File: src/tts_pkg.sv
// shared types and codes for the tick task scheduler table
package tts_pkg;

  // request codes carried in req_type
  localparam logic [1:0] REQ_ADD    = 2'd0;
  localparam logic [1:0] REQ_REMOVE = 2'd1;
  localparam logic [1:0] REQ_TICK   = 2'd2;

  // one request transaction
  typedef struct packed {
    logic [1:0]  req_type;
    logic [7:0]  task_id;
    logic [15:0] start_delay;
    logic [15:0] period;
  } req_t;

  // one result transaction
  typedef struct packed {
    logic       fired;
    logic [7:0] fired_id;
    logic       ok;
    logic       last;
  } res_t;

  // controller states
  typedef enum logic [1:0] {
    ST_IDLE,
    ST_ADD,
    ST_REJECT,
    ST_SCAN
  } ctrl_state_e;

  // commands from controller to datapath
  typedef struct packed {
    logic load;
    logic add;
    logic reject;
    logic scan;
    logic finish;
  } ctl_cmd_t;

endpackage

File: src/tts_ram.sv
// generic single write port ram with registered read
module tts_ram #(
  parameter int WIDTH = 8,
  parameter int DEPTH = 16
) (
  input  logic                                    clk_i,
  input  logic                                    we_i,
  input  logic [((DEPTH > 1) ? $clog2(DEPTH) : 1)-1:0] waddr_i,
  input  logic [WIDTH-1:0]                        wdata_i,
  input  logic [((DEPTH > 1) ? $clog2(DEPTH) : 1)-1:0] raddr_i,
  output logic [WIDTH-1:0]                        rdata_o
);

  logic [WIDTH-1:0] mem_q [DEPTH];
  logic [WIDTH-1:0] rdata_q;

  // write port
  always_ff @(posedge clk_i) begin
    if (we_i) begin
      mem_q[waddr_i] <= wdata_i;
    end
  end

  // registered read port
  always_ff @(posedge clk_i) begin
    rdata_q <= mem_q[raddr_i];
  end

  assign rdata_o = rdata_q;

endmodule

File: src/tts_ctrl.sv
// controller state machine for the tick task scheduler table
module tts_ctrl import tts_pkg::*; (
  input  logic       clk_i,
  input  logic       rst_ni,
  input  logic       start_i,
  input  logic [1:0] req_type_i,
  input  logic       scan_done_i,
  output logic       busy_o,
  output ctl_cmd_t   cmd_o
);

  ctrl_state_e state_q, state_d;

  // state register
  always_ff @(posedge clk_i or negedge rst_ni) begin
    if (!rst_ni) begin
      state_q <= ST_IDLE;
    end else begin
      state_q <= state_d;
    end
  end

  // next state and commands
  always_comb begin
    state_d = state_q;
    cmd_o   = '0;
    busy_o  = 1'b1;
    unique case (state_q)
      ST_IDLE: begin
        busy_o = 1'b0;
        if (start_i) begin
          cmd_o.load = 1'b1;
          unique case (req_type_i) inside
            REQ_ADD:                state_d = ST_ADD;
            REQ_REMOVE, REQ_TICK:   state_d = ST_SCAN;
            default:                state_d = ST_REJECT;
          endcase
        end
      end
      ST_ADD: begin
        cmd_o.add = 1'b1;
        state_d   = ST_IDLE;
      end
      ST_REJECT: begin
        cmd_o.reject = 1'b1;
        state_d      = ST_IDLE;
      end
      ST_SCAN: begin
        cmd_o.scan = 1'b1;
        if (scan_done_i) begin
          cmd_o.finish = 1'b1;
          state_d      = ST_IDLE;
        end
      end
      default: state_d = ST_IDLE;
    endcase
  end

endmodule

File: src/tts_dpath.sv
// datapath: task table, streaming compaction walk and result register
module tts_dpath import tts_pkg::*; #(
  parameter int MAX_TASKS = 16,
  parameter int ID_BITS   = 8
) (
  input  logic     clk_i,
  input  logic     rst_ni,
  input  req_t     req_i,
  input  ctl_cmd_t cmd_i,
  output logic     scan_done_o,
  output logic     done_o,
  output res_t     res_o
);

  localparam int AW    = (MAX_TASKS > 1) ? $clog2(MAX_TASKS) : 1;
  localparam int CNT_W = $clog2(MAX_TASKS + 1);
  localparam int ENT_W = ID_BITS + 32;

  // latched request
  req_t             req_q;
  logic [ID_BITS-1:0] req_id;

  // table fill level and walk pointers
  logic [CNT_W-1:0] count_q, count_d;
  logic [CNT_W-1:0] rd_q, rd_d;
  logic [CNT_W-1:0] wr_q, wr_d;
  logic             rd_pend_q, rd_pend_d;
  logic             found_q, found_d;

  // held firing, sent once the next one or the end of the walk is known
  logic               pend_q, pend_d;
  logic [ID_BITS-1:0] pend_id_q, pend_id_d;

  // result register
  logic done_q, done_d;
  res_t res_q, res_d;

  // ram ports
  logic             we;
  logic [AW-1:0]    waddr, raddr;
  logic [ENT_W-1:0] wdata, rdata;
  logic [ID_BITS-1:0] e_id;
  logic [15:0]        e_dly, e_per;

  assign req_id = ID_BITS'(req_q.task_id);
  assign e_id   = rdata[ENT_W-1 -: ID_BITS];
  assign e_dly  = rdata[31:16];
  assign e_per  = rdata[15:0];

  tts_ram #(
    .WIDTH (ENT_W),
    .DEPTH (MAX_TASKS)
  ) u_ram (
    .clk_i   (clk_i),
    .we_i    (we),
    .waddr_i (waddr),
    .wdata_i (wdata),
    .raddr_i (raddr),
    .rdata_o (rdata)
  );

  // request capture
  always_ff @(posedge clk_i) begin
    if (cmd_i.load) begin
      req_q <= req_i;
    end
  end

  // control and status registers
  always_ff @(posedge clk_i or negedge rst_ni) begin
    if (!rst_ni) begin
      count_q   <= '0;
      rd_q      <= '0;
      wr_q      <= '0;
      rd_pend_q <= 1'b0;
      found_q   <= 1'b0;
      pend_q    <= 1'b0;
      done_q    <= 1'b0;
    end else begin
      count_q   <= count_d;
      rd_q      <= rd_d;
      wr_q      <= wr_d;
      rd_pend_q <= rd_pend_d;
      found_q   <= found_d;
      pend_q    <= pend_d;
      done_q    <= done_d;
    end
  end

  // payload registers
  always_ff @(posedge clk_i) begin
    pend_id_q <= pend_id_d;
    res_q     <= res_d;
  end

  assign scan_done_o = (rd_q >= count_q) && !rd_pend_q;

  // walk: read one entry a cycle, write survivors back packed toward the front
  always_comb begin
    count_d   = count_q;
    rd_d      = rd_q;
    wr_d      = wr_q;
    rd_pend_d = 1'b0;
    found_d   = found_q;
    pend_d    = pend_q;
    pend_id_d = pend_id_q;
    done_d    = 1'b0;
    res_d     = res_q;
    we        = 1'b0;
    waddr     = wr_q[AW-1:0];
    wdata     = rdata;
    raddr     = rd_q[AW-1:0];

    if (cmd_i.load) begin
      rd_d    = '0;
      wr_d    = '0;
      found_d = 1'b0;
      pend_d  = 1'b0;
    end

    // append a task when there is room, else report failure
    if (cmd_i.add) begin
      waddr = count_q[AW-1:0];
      wdata = {req_id, req_q.start_delay, req_q.period};
      if (count_q < CNT_W'(MAX_TASKS)) begin
        we      = 1'b1;
        count_d = count_q + 1'b1;
        res_d   = '{fired: 1'b0, fired_id: 8'd0, ok: 1'b1, last: 1'b1};
      end else begin
        res_d   = '{fired: 1'b0, fired_id: 8'd0, ok: 1'b0, last: 1'b1};
      end
      done_d = 1'b1;
    end

    // unknown request code
    if (cmd_i.reject) begin
      res_d  = '{fired: 1'b0, fired_id: 8'd0, ok: 1'b0, last: 1'b1};
      done_d = 1'b1;
    end

    if (cmd_i.scan) begin
      // issue the next read
      if (rd_q < count_q) begin
        rd_d      = rd_q + 1'b1;
        rd_pend_d = 1'b1;
      end

      // handle the entry read last cycle
      if (rd_pend_q) begin
        if (req_q.req_type == REQ_TICK) begin
          if (e_dly != 16'd0) begin
            we    = 1'b1;
            wdata = {e_id, e_dly - 16'd1, e_per};
            wr_d  = wr_q + 1'b1;
          end else begin
            if (pend_q) begin
              res_d  = '{fired: 1'b1, fired_id: 8'(pend_id_q), ok: 1'b1, last: 1'b0};
              done_d = 1'b1;
            end
            pend_d    = 1'b1;
            pend_id_d = e_id;
            if (e_per != 16'd0) begin
              we    = 1'b1;
              wdata = {e_id, e_per - 16'd1, e_per};
              wr_d  = wr_q + 1'b1;
            end
          end
        end else begin
          // remove: drop only the first matching entry
          if (!found_q && (e_id == req_id)) begin
            found_d = 1'b1;
          end else begin
            we   = 1'b1;
            wr_d = wr_q + 1'b1;
          end
        end
      end

      // end of walk
      if (cmd_i.finish) begin
        count_d = wr_q;
        if (req_q.req_type == REQ_TICK) begin
          if (pend_q) begin
            res_d  = '{fired: 1'b1, fired_id: 8'(pend_id_q), ok: 1'b1, last: 1'b1};
            done_d = 1'b1;
          end
          pend_d = 1'b0;
        end else begin
          res_d  = '{fired: 1'b0, fired_id: 8'd0, ok: found_q, last: 1'b1};
          done_d = 1'b1;
        end
      end
    end
  end

  assign done_o = done_q;
  assign res_o  = res_q;

endmodule

File: src/tick_task_scheduler_table.sv
// top level of the tick task scheduler table
//
// Holds an ordered table of up to MAX_TASKS tasks (id, remaining delay, period).
// A request transaction is taken at a rising edge with start_i high and busy_o
// low; req_i carries the request code, task id, start delay and period.
// Results leave on res_o, each marked by done_o for exactly one cycle; the
// receiver must take every result, it cannot hold them off.
// Add and unknown requests each give one result from the add or reject state.
// Remove and tick walk the live entries through the table ram, one entry per
// cycle, writing survivors back compacted; busy_o stays high until the walk
// ends. A tick gives one result per firing task (the last one flagged) and
// none if no task is due; remove gives one result at the end of the walk.
// The single read port of the table ram sets the walk rate.
// Reset empties the table at once; ram contents are not cleared.
module tick_task_scheduler_table import tts_pkg::*; #(
  parameter int MAX_TASKS = 16,
  parameter int ID_BITS   = 8
) (
  input  logic clk_i,
  input  logic rst_ni,
  input  logic start_i,
  input  req_t req_i,
  output logic busy_o,
  output logic done_o,
  output res_t res_o
);

  ctl_cmd_t cmd;
  logic     scan_done;

  // sequencing
  tts_ctrl u_ctrl (
    .clk_i       (clk_i),
    .rst_ni      (rst_ni),
    .start_i     (start_i),
    .req_type_i  (req_i.req_type),
    .scan_done_i (scan_done),
    .busy_o      (busy_o),
    .cmd_o       (cmd)
  );

  // table and result path
  tts_dpath #(
    .MAX_TASKS (MAX_TASKS),
    .ID_BITS   (ID_BITS)
  ) u_dpath (
    .clk_i       (clk_i),
    .rst_ni      (rst_ni),
    .req_i       (req_i),
    .cmd_i       (cmd),
    .scan_done_o (scan_done),
    .done_o      (done_o),
    .res_o       (res_o)
  );

endmodule

File: config.mk
export PLATFORM = sky130hd
export DESIGN_NAME = tick_task_scheduler_table
export DESIGN_NICKNAME = d
export VERILOG_FILES = /design/src/tts_pkg.sv /design/src/tts_ram.sv /design/src/tts_ctrl.sv /design/src/tts_dpath.sv /design/src/tick_task_scheduler_table.sv
export SDC_FILE = /design/constraint.sdc
export NUM_CORES = 1
export LEC_CHECK = 0
export BUFFER_PORTS_ARGS = -buffer_cell sky130_fd_sc_hd__buf_4
export CAP_MARGIN = 20
export CORE_MARGIN = 1.5
export CORE_UTILIZATION = 42
export CTS_BUF_LIST = sky130_fd_sc_hd__clkbuf_16
export CTS_CLUSTER_DIAMETER = 50
export DETAILED_ROUTE_END_ITERATION = 7
export PLACE_DENSITY_LB_ADDON = 0.08
export SLEW_MARGIN = 10
export SYNTH_ARGS = -nofsm -noshare
export SYNTH_HDL_FRONTEND = slang
export SYNTH_SLANG_ARGS = --single-unit
export TNS_END_PERCENT = 1
File: constraint.sdc
create_clock -name clk_i -period 4.65 [get_ports clk_i]
set_input_delay 0.93 -clock clk_i [delete_from_list [all_inputs] [get_ports clk_i]]
set_output_delay 0.93 -clock clk_i [all_outputs]
set_load 0.01 [all_outputs]
# Word-level counts from Yosys, hierarchy flattened
# Memories as Yosys holds them, arrays and structs flattened. A register that Yosys moved wholly into a read port is not among the register bits.
# Cells that the tools add are included.
# W data, S select, Z words.
[classes]
eq_ne = 9
n_reduce_logical = 12
n_mux = 77
n_lt_le_gt_ge = 3
addsub = 5
bitwise = 1
[op_table]
columns = ["op", "n"]
rows = [
  ["$mux W40", 6],
  ["$mux W11", 10],
  ["$mux W5", 14],
  ["$mux W1", 40],
  ["$reduce_bool A16 Y1", 2],
  ["$sub A16 B1 Y16 const B", 2],
  ["$add A5 B1 Y5 const B", 3],
  ["$eq A2 B2 Y1 const B", 4],
  ["$eq A8 B8 Y1", 1],
  ["$mux W2", 4],
  ["$pmux W2 S3", 1],
  ["$ge A5 B5 Y1", 1],
  ["$lt A5 B5 Y1", 1],
  ["$lt A5 B5 Y1 const B", 1],
  ["$eq A2 B1 Y1 const B", 2],
  ["$logic_not A2 Y1", 2],
  ["$mux W4", 1],
  ["$ne A2 B2 Y1 const B", 2],
  ["$pmux W2 S2", 1],
  ["$reduce_and A4 Y1", 1],
  ["$reduce_or A2 Y1", 2],
  ["$logic_and A1 B1 Y1", 2],
  ["$logic_not A1 Y1", 2],
  ["$reduce_and A2 Y1", 1],
  ["$not A1 Y1", 1],
]
[word_totals]
input_bits = 45
output_inout_bits = 13
wordCells = 125
reg_bits = 82
mem_bits_rw = 640
mem_count = 1
[memory_table]
columns = ["memory", "words", "width", "rd", "rd_ports_with_merged_regs", "write_ports", "line", "source"]
rows = [
  ["u_dpath.u_ram.mem_q", 16, 40, 1, 1, 1, "tts_ram.sv:14", "logic [WIDTH-1:0] mem_q [DEPTH];"],
]

# Longest topological paths before layout
# Gate-level depths: netlist of run 1.
[depth]
depth_word = 12
mapped_depth = 11
depth_no_buf = 7

# Cells and area by module
# Synthesis of run 1 repeated with hierarchy kept, for this count alone.
[hier_totals]
hier_cells = 1480
hier_area_um2 = 29981.3
[by_module_without_submodules]
columns = ["module", "area_each_um2", "seq_area_each_um2", "n_inst", "cells_each"]
rows = [
  ["tts_ram", 25131.6, 20019.2, 1, 1040],
  ["tts_dpath", 4723.3, 2197.1, 1, 427],
  ["tts_ctrl", 126.4, 50.0, 1, 13],
]

# Worst setup path after synthesis of run 1
# No wires, ideal clock.
[synth_path]
path_type = "register to register"
start = "register u_ctrl.state_q[1]"
end = "memory u_dpath.u_ram.mem_q[11][0] in the netlist's numbering, enable pin"
arrival_time_ps = 4541
t_required_ps = 4157
n_path_buf = 3
stages_incl_launch_ff = 8
synth_period_minus_slack_ps = 5033
setup_slack_ps = -383
setup_ps = 493
cell_sequence = "dfrtp_1 > inv_1 > ha_1 > clkbuf_1 > clkbuf_1 > clkbuf_1 > nand4_1 > o21ai_0"
[synth_via]
elab_chain_len = 10
elab_cells_between_ends = 14
cone_classes = "eq/ne: 2; mux: 12"
[synth_lines]
columns = ["item", "line", "source"]
rows = [
  ["start: declaration", "tts_ctrl.sv:12", "ctrl_state_e state_q, state_d;"],
  ["start signal: assignment", "tts_ctrl.sv:19", "state_q <= state_d;"],
  ["$eq A2 B1 Y1", "tts_ctrl.sv:28", "unique case (state_q)"],
  ["$mux W1", "tts_ctrl.sv:28", ""],
  ["$mux W1", "tts_dpath.sv:122", "if (cmd_i.add) begin"],
  ["$mux W1", "tts_dpath.sv:162", "if (e_per != 16'd0) begin"],
  ["$mux W1", "tts_dpath.sv:151", "if (e_dly != 16'd0) begin"],
  ["$mux W1", "tts_dpath.sv:150", "if (req_q.req_type == REQ_TICK) begin"],
  ["$mux W1", "tts_dpath.sv:149", "if (rd_pend_q) begin"],
  ["$mux W1", "tts_dpath.sv:141", "if (cmd_i.scan) begin"],
  ["$mux W1", "tts_ram.sv:19", "if (we_i) begin"],
  ["$mux W1 (not written as such)", "tts_ram.sv:20", "mem_q[waddr_i] <= wdata_i;"],
  ["end: declaration", "tts_ram.sv:14", ""],
]
# Parallel ways exist; a longest one is shown, timed or not.

# Worst setup path after layout of run 1
[layout_path]
start = "register u_dpath.u_ram.rdata_q[11] (netlist: u_dpath.u_ram.rdata_o[11]), read port of u_dpath.u_ram.mem_q"
end = "memory u_dpath.u_ram.mem_q[11][2] in the netlist's numbering, enable pin"
[layout_via]
elab_chain_len = 8
[layout_lines]
columns = ["item", "line", "source"]
rows = [
  ["start: declaration", "tts_ram.sv:15", "logic [WIDTH-1:0] rdata_q;"],
  ["$reduce_bool A16 Y1", "tts_dpath.sv:162", ""],
  ["$mux W1", "tts_dpath.sv:162", ""],
  ["$mux W1", "tts_dpath.sv:151", ""],
  ["$mux W1", "tts_dpath.sv:150", ""],
  ["$mux W1", "tts_dpath.sv:149", ""],
  ["$mux W1", "tts_dpath.sv:141", ""],
  ["$mux W1", "tts_ram.sv:19", ""],
  ["$mux W1 (not written as such)", "tts_ram.sv:20", ""],
]
# No other way between the ends.

==> flow_summary.toml, run 1 <==
[run_status]
status = "completed"

[yosys]
synth_top_cell_area_share_pct = 69.5
yosysUniqueCellTypes = 69
yosys-top-cells-area = "edfxtp_1 69%, mux4_2 15%, dfxtp_1 3.4%, dfrtp_1 1.8%, mux2_1 0.94%"
yosysSeqAreaShare_pct = 74.7
avgSynthCellArea_um2 = 20.9
synth_edf_count = 690
syn-cell-area_um2 = 29800
syn_nets = 1488
ys_warn_count = 0
ys.flop_type = "edfxtp_1"
ys_ff_latch = 762
synthArstFlopShare_pct = 2.76
synth_cells = 1426
yosys.area.top_type = "edfxtp_1"

[layout]
drive_gt1_share_pct = 30.5
nFillCells = 5742
syn_to_final_growth_pct = 17.2
layout_common_cells = "690 x edfxtp_1, 200 x mux4_2, 101 x buf_4"
layout_commonest_cell = "edfxtp_1"
fin_nets = 1624

[pwr]
p_per_area_nw_per_um2 = 638
power_mw = 22.3
peakVddDrop_uv = 424
leakage_nw = 11.2

[place]
gp_congestion = 0.837
place_worst_setup_slack_ns = 1.08
io_buffers = 57
hpwlAfterDp_mm = 42.2

[hold_path]
hold_class = "in -> async"

[clocking]
root_buffer = "clkbuf_16"
cts_hold_buffers = 0
cts.sinks = 762
insertion_delay_ns = 0.65
numCtsBuffers = 93
cts_tree = "yes"
cts_resized = 0
cts_buffer_depth = 3
post_cts_buffers = 0
path_clk_slew_ns = 0.06
htreeDepth = 3

[detailed_routing]
first_pass_iters = 5
drc = 0
vias = 14500
wl_per_cell_um = 28.2
viasPerCell = 5.63
ant_nets = 0
drtIter0Drc = 1092
wl_mm = 72.7

[grt]
grt_usage_pct = 20.3
antenna_found_initial = 1
grt_overflow_total = 0
grt_pass1_vias = 15300
grt_pass1_wl_mm = 107
grt_max_degree = 148

[critical_path]
arrival_ns = 3.95
reg2reg_depth = 6
r2r_end = "u_dpath.u_ram.mem_q[11][2]"
reg2reg_slack_ns = 1.04
rr_startpoint = "u_dpath.u_ram.rdata_o[11]"
critPathMaxFanout = 24
startpoint_type = "flip-flop"
end_kind = "flip-flop"
required_ns = 4.99
crit_type = "reg -> reg"

[floorplan]
rows = 97
top_level_ports = 58
initial_utilization_pct = 42.5
die_w_um = 269
die_y_um = 269
core-area_um2 = 70100
dieArea_um2 = 72600

[sta]
worst_pin_slew_ns = 1.17
setup_viol = 0
drv_slew = 0
finalHoldViolCount = 0
fin_ws_ns = 1.04
finClkSkew_ns = 0.0241
rsz0062_at_grt = "no"
slew_headroom_pct = 22.3
fin_crit_ns = 3.61
min_period_over_period_pct = 77.5
max_freq_mhz = 277

[job]
maxCapViolations = 0
==> cell families after synthesis <==
family	count (synthesis)	synth area share, %
adders and majority gates	17	0.713
DFF	762	74.7
AOI/OAI and AO/OA	98	2.27
and+or+nand+nor	180	3.33
muxes	248	16.8
xor gates and xnor gates	32	0.940
buffers and inverters	89	1.24
==> Yosys cell counts, types with 3 or more instances <==
master	instances
a21o_1	3
a21oi_1	17
a22o_1	9
a22oi_1	6
a2bb2oi_1	3
a31o_2	3
a31oi_1	4
and4_1	3
buf_1	14
buf_2	16
clkbuf_1	37
dfrtp_1	21
dfxtp_1	51
edfxtp_1	690
ha_1	17
inv_1	20
mux2_1	25
mux2_2	5
mux2i_1	18
mux4_2	200
nand2_1	41
nand2b_1	4
nand3_1	20
nand4_1	15
nor2_1	34
nor2b_1	5
nor3_1	14
nor3b_1	4
nor4_1	8
o211ai_1	4
o21ai_0	15
o22ai_1	9
o32ai_1	3
or3_1	9
or4_1	4
xnor2_1	15
xor2_1	17
==> layer usage <==
layer	track usage [%]	vias up	part of all wire, %
met4	5.77	0	2.4
li1	-	6256	-
met3	3.92	108	4.9
met5	0	-	0
met2	31.5	376	47
met1	29.6	7790	45
==> report_power, final <==
| part | switching [mW] | internal, mW | leakage, nW |
|---|---|---|---|
| combinational | 3.16 | 2.09 | 2.70 |
| clock | 2.94 | 4.27 | 1.58 |
| sequential | 0.572 | 9.26 | 6.92 |
| total | 6.67 | 15.6 | 11.2 |
==> state kept, by name, summed over array words and instances, names as in the netlist <==
signal	cells
u_dpath.rd_pend_q	1
u_ctrl.state_q	2
u_dpath.req_id	8
u_dpath.done_o	1
u_dpath.found_q	1
u_dpath.req_q	34
u_dpath.res_o	11
u_dpath.count_q	5
u_dpath.rd_q	5
u_dpath.u_ram.rdata_o	40
u_dpath.pend_id_q	8
u_dpath.u_ram.mem_q	640
u_dpath.wr_q	5
u_dpath.pend_q	1
==> area by class of cell <==
cell class                      count  area, µm²  share of cell area [%]
Sequential cell                   762      22300                    63.8
Multi-Input combinational cell    575       7350                    21.0
Clock buffer                       93       2330                    6.66
Tap cell                          940       1180                    3.37
Timing Repair Buffer              110        941                    2.69
Clock inverter                     80        783                    2.24
Inverter                           20       75.1                   0.215
Antenna cell                        1       2.50                 0.00716
==> worst max path at each step <==
stage	startpoint	end	slack, ns	cells past startpoint
2_1_floorplan	u_ctrl.state_q[1]	u_dpath.u_ram.mem_q[15][0]	-0.38	7
3_3_place_gp	u_dpath.u_ram.rdata_o[0]	u_dpath.u_ram.mem_q[7][16]	0.97	8
3_5_place_dp	u_dpath.u_ram.rdata_o[16]	u_dpath.u_ram.mem_q[11][2]	1.08	8
4_1_cts	u_dpath.u_ram.rdata_o[11]	u_dpath.u_ram.mem_q[11][34]	1.05	6
5_1_grt	u_dpath.u_ram.rdata_o[0]	u_dpath.u_ram.mem_q[11][34]	0.87	8
6_report	u_dpath.u_ram.rdata_o[11]	u_dpath.u_ram.mem_q[11][2]	1.04	6
==> metrics by stage <==
stage,cell area (µm²),hold slack [ns],cells,TNS [ns],util [%]
4_1_cts,34900,0.164,2577,0,49.7
3_3_place_gp,31700,0.452,2401,0,45.2
5_1_grt,34900,0.179,2580,0,49.8
3_5_place_dp,31800,0.459,2404,0,45.3
6_report,34900,0.187,2581,0,49.8
2_1_floorplan,29800,0.442,1426,-46.01,-
==> critical path, cell delays in order (launching register included) <==
cell,delay (ns)
dfxtp_1,0.39
nor4_1,0.69
and4_1,0.41
nand2_1,0.16
o221ai_1,0.78
o21ai_4,0.42
buf_4,0.42
No activity file was read; power rests on OpenSTA's default activity.
==> run 2, diff against run 1 <==
==> constraint.sdc (replaced) <==
create_clock -name clk_i -period 3.68 [get_ports clk_i]
set_input_delay 0.736 -clock clk_i [delete_from_list [all_inputs] [get_ports clk_i]]
set_output_delay 0.736 -clock clk_i [all_outputs]
set_load 0.01 [all_outputs]
==> flow_summary.toml, run 2 (same netlist as run 1, synthesis figures left out) <==
[job]
maxCapViolations = 0

[layout]
syn_to_final_growth_pct = 18.1
layout_common_cells = "690 x edfxtp_1, 200 x mux4_2, 113 x buf_4"
drive_gt1_share_pct = 31.3
largest-register = "u_dpath.u_ram.mem_q"
fin_nets = 1651
largest_reg_flops = 640
diodes = 0
layout_commonest_cell = "edfxtp_1"

[sta]
finClkSkew_ns = 0.0273
min_period_over_period_pct = 89.8
fin_ws_ns = 0.374
worst_pin_slew_ns = 1.08
rsz0062_at_grt = "no"
setup_viol = 0
slew_headroom_pct = 27.9
drv_slew = 0
fin_crit_ns = 3.31
max_freq_mhz = 302
finalHoldViolCount = 0
hold_ws_ns = 0.272

[run_status]
status = "completed"

[place]
hpwlAfterDp_mm = 42.0
place_worst_setup_slack_ns = 0.354
io_buffers = 57
gp_congestion = 0.845

[critical_path]
reg2reg_depth = 9
end_kind = "flip-flop"
cpPeakStageDelay_ns = 0.83
startpoint_type = "flip-flop"
reg2reg_slack_ns = 0.37
arrival_ns = 3.61
r2r_end = "u_dpath.u_ram.mem_q[12][29]"
cp.depth = 9
crit_chain = "inv_1 > ha_1 > nor4b_1 > and4_1 > nand3_1 > a21oi_2 > buf_12 > nor2_4 > buf_4"
crit_type = "reg -> reg"
required_ns = 3.99
cp_num_buf_inv = 3
rr_startpoint = "u_dpath.u_ram.rdata_o[16]"
critPathMaxFanout = 22
critical_path.startpoint = "u_dpath.u_ram.rdata_o[16]"
critPathCapture = "u_dpath.u_ram.mem_q[12][29]"
critical-path-top-delay-family = "simple AND/OR/NAND/NOR gates"
slowest_stage = "nor2_4"

[detailed_routing]
ant_nets = 0
wl_per_cell_um = 27.9
viasPerCell = 5.59
first_pass_iters = 5
vias = 14600
drtIter0Drc = 1284
drc = 0
wl_mm = 72.8

[grt]
grt_max_degree = 104
grt_pass1_wl_mm = 107
antenna_found_initial = 0
grt_overflow_total = 0
grt_usage_pct = 20.3
grt_pass1_vias = 15300

[clocking]
root_buffer = "clkbuf_16"
insertion_delay_ns = 0.65
cts_resized = 0
cts_buffer_depth = 3
numCtsBuffers = 94
cts_tree = "yes"
cts_hold_buffers = 1
path_clk_slew_ns = 0.06
cts.sinks = 762
htreeDepth = 3
post_cts_buffers = 0

[floorplan]
rows = 97
core-area_um2 = 70100
dieArea_um2 = 72600
top_level_ports = 58
die_y_um = 269
initial_utilization_pct = 42.5
die_w_um = 269

[pwr]
power.switching_mw = 8.32
p_per_area_nw_per_um2 = 798
power_mw = 28.1
cell_internal_pwr_mw = 19.8
leakage_nw = 11.3
p_sw_share_pct = 29.6
pwr-share-seq_pct = 44.0
peakVddDrop_uv = 539
clockPowerShare_pct = 31.9
power_frac_comb_pct = 24.0

[hold_path]
holdPathStages = 1
hold_class = "in -> reg"
run 2: cell count changes in the layout (fill, tap and decap cells not counted), sizes merged:
| cell | change |
|---|---|
| diode | -1 |
| clkinv | +10 |
| bufinv | -2 |
| buf | +24 |
| inv | -5 |
| dlygate4sd3 | +1 |
| clkbuf | +2 |
run 2: area by class of cell:
cell class | count | area (µm²)
Clock buffer | 94 | 2350
Clock inverter | 83 | 716
Fill cell | 5790 | 34900
Inverter | 20 | 75.1
Multi-Input combinational cell | 575 | 7330
Sequential cell | 762 | 22300
Tap cell | 940 | 1180
Timing Repair Buffer | 136 | 1290
run 2: layer usage:
metal	global-route usage (%)	vias up	part of all wire [%]
li1	-	6307	-
met1	29.1	7790	45
met2	32.5	398	48
met3	3.85	94	4.7
met4	4.78	0	1.9
met5	0	-	0
run 2: per-stage QoR:
stage          utilization (%)  cells  setup TNS [ns]  area (µm²)
2_1_floorplan                -   1426         -143.84       29800
3_3_place_gp              45.7   2428               0       32100
3_5_place_dp              45.8   2430               0       32100
4_1_cts                   50.2   2608               0       35200
5_1_grt                   50.2   2610               0       35200
6_report                  50.2   2610               0       35200
run 2: power by group through the flow:
stage / combinational [mW] / sequential, mW / clock [mW]
5_1_grt: 7.32 / 12.5 / 9.51
6_report: 6.75 / 12.4 / 8.96
3_5_place_dp: 6.85 / 12.6 / 0
2_1_floorplan: 4.50 / 12.2 / 0
3_3_place_gp: 6.73 / 12.5 / 0
4_1_cts: 6.87 / 12.4 / 9.15
run 2: worst min path at each step:
stage                                   start              endpoint  slack [ns]
finish                               req_i[3]      u_dpath.req_q[3]        0.27
global route                         req_i[3]      u_dpath.req_q[3]        0.22
CTS                                  req_i[3]      u_dpath.req_q[3]        0.23
detailed placement  u_dpath.u_ram.rdata_o[36]  u_dpath.pend_id_q[4]        0.46
global placement         u_dpath.pend_id_q[6]      u_dpath.res_o[8]        0.45
floorplan                              rst_ni     u_ctrl.state_q[0]        0.44
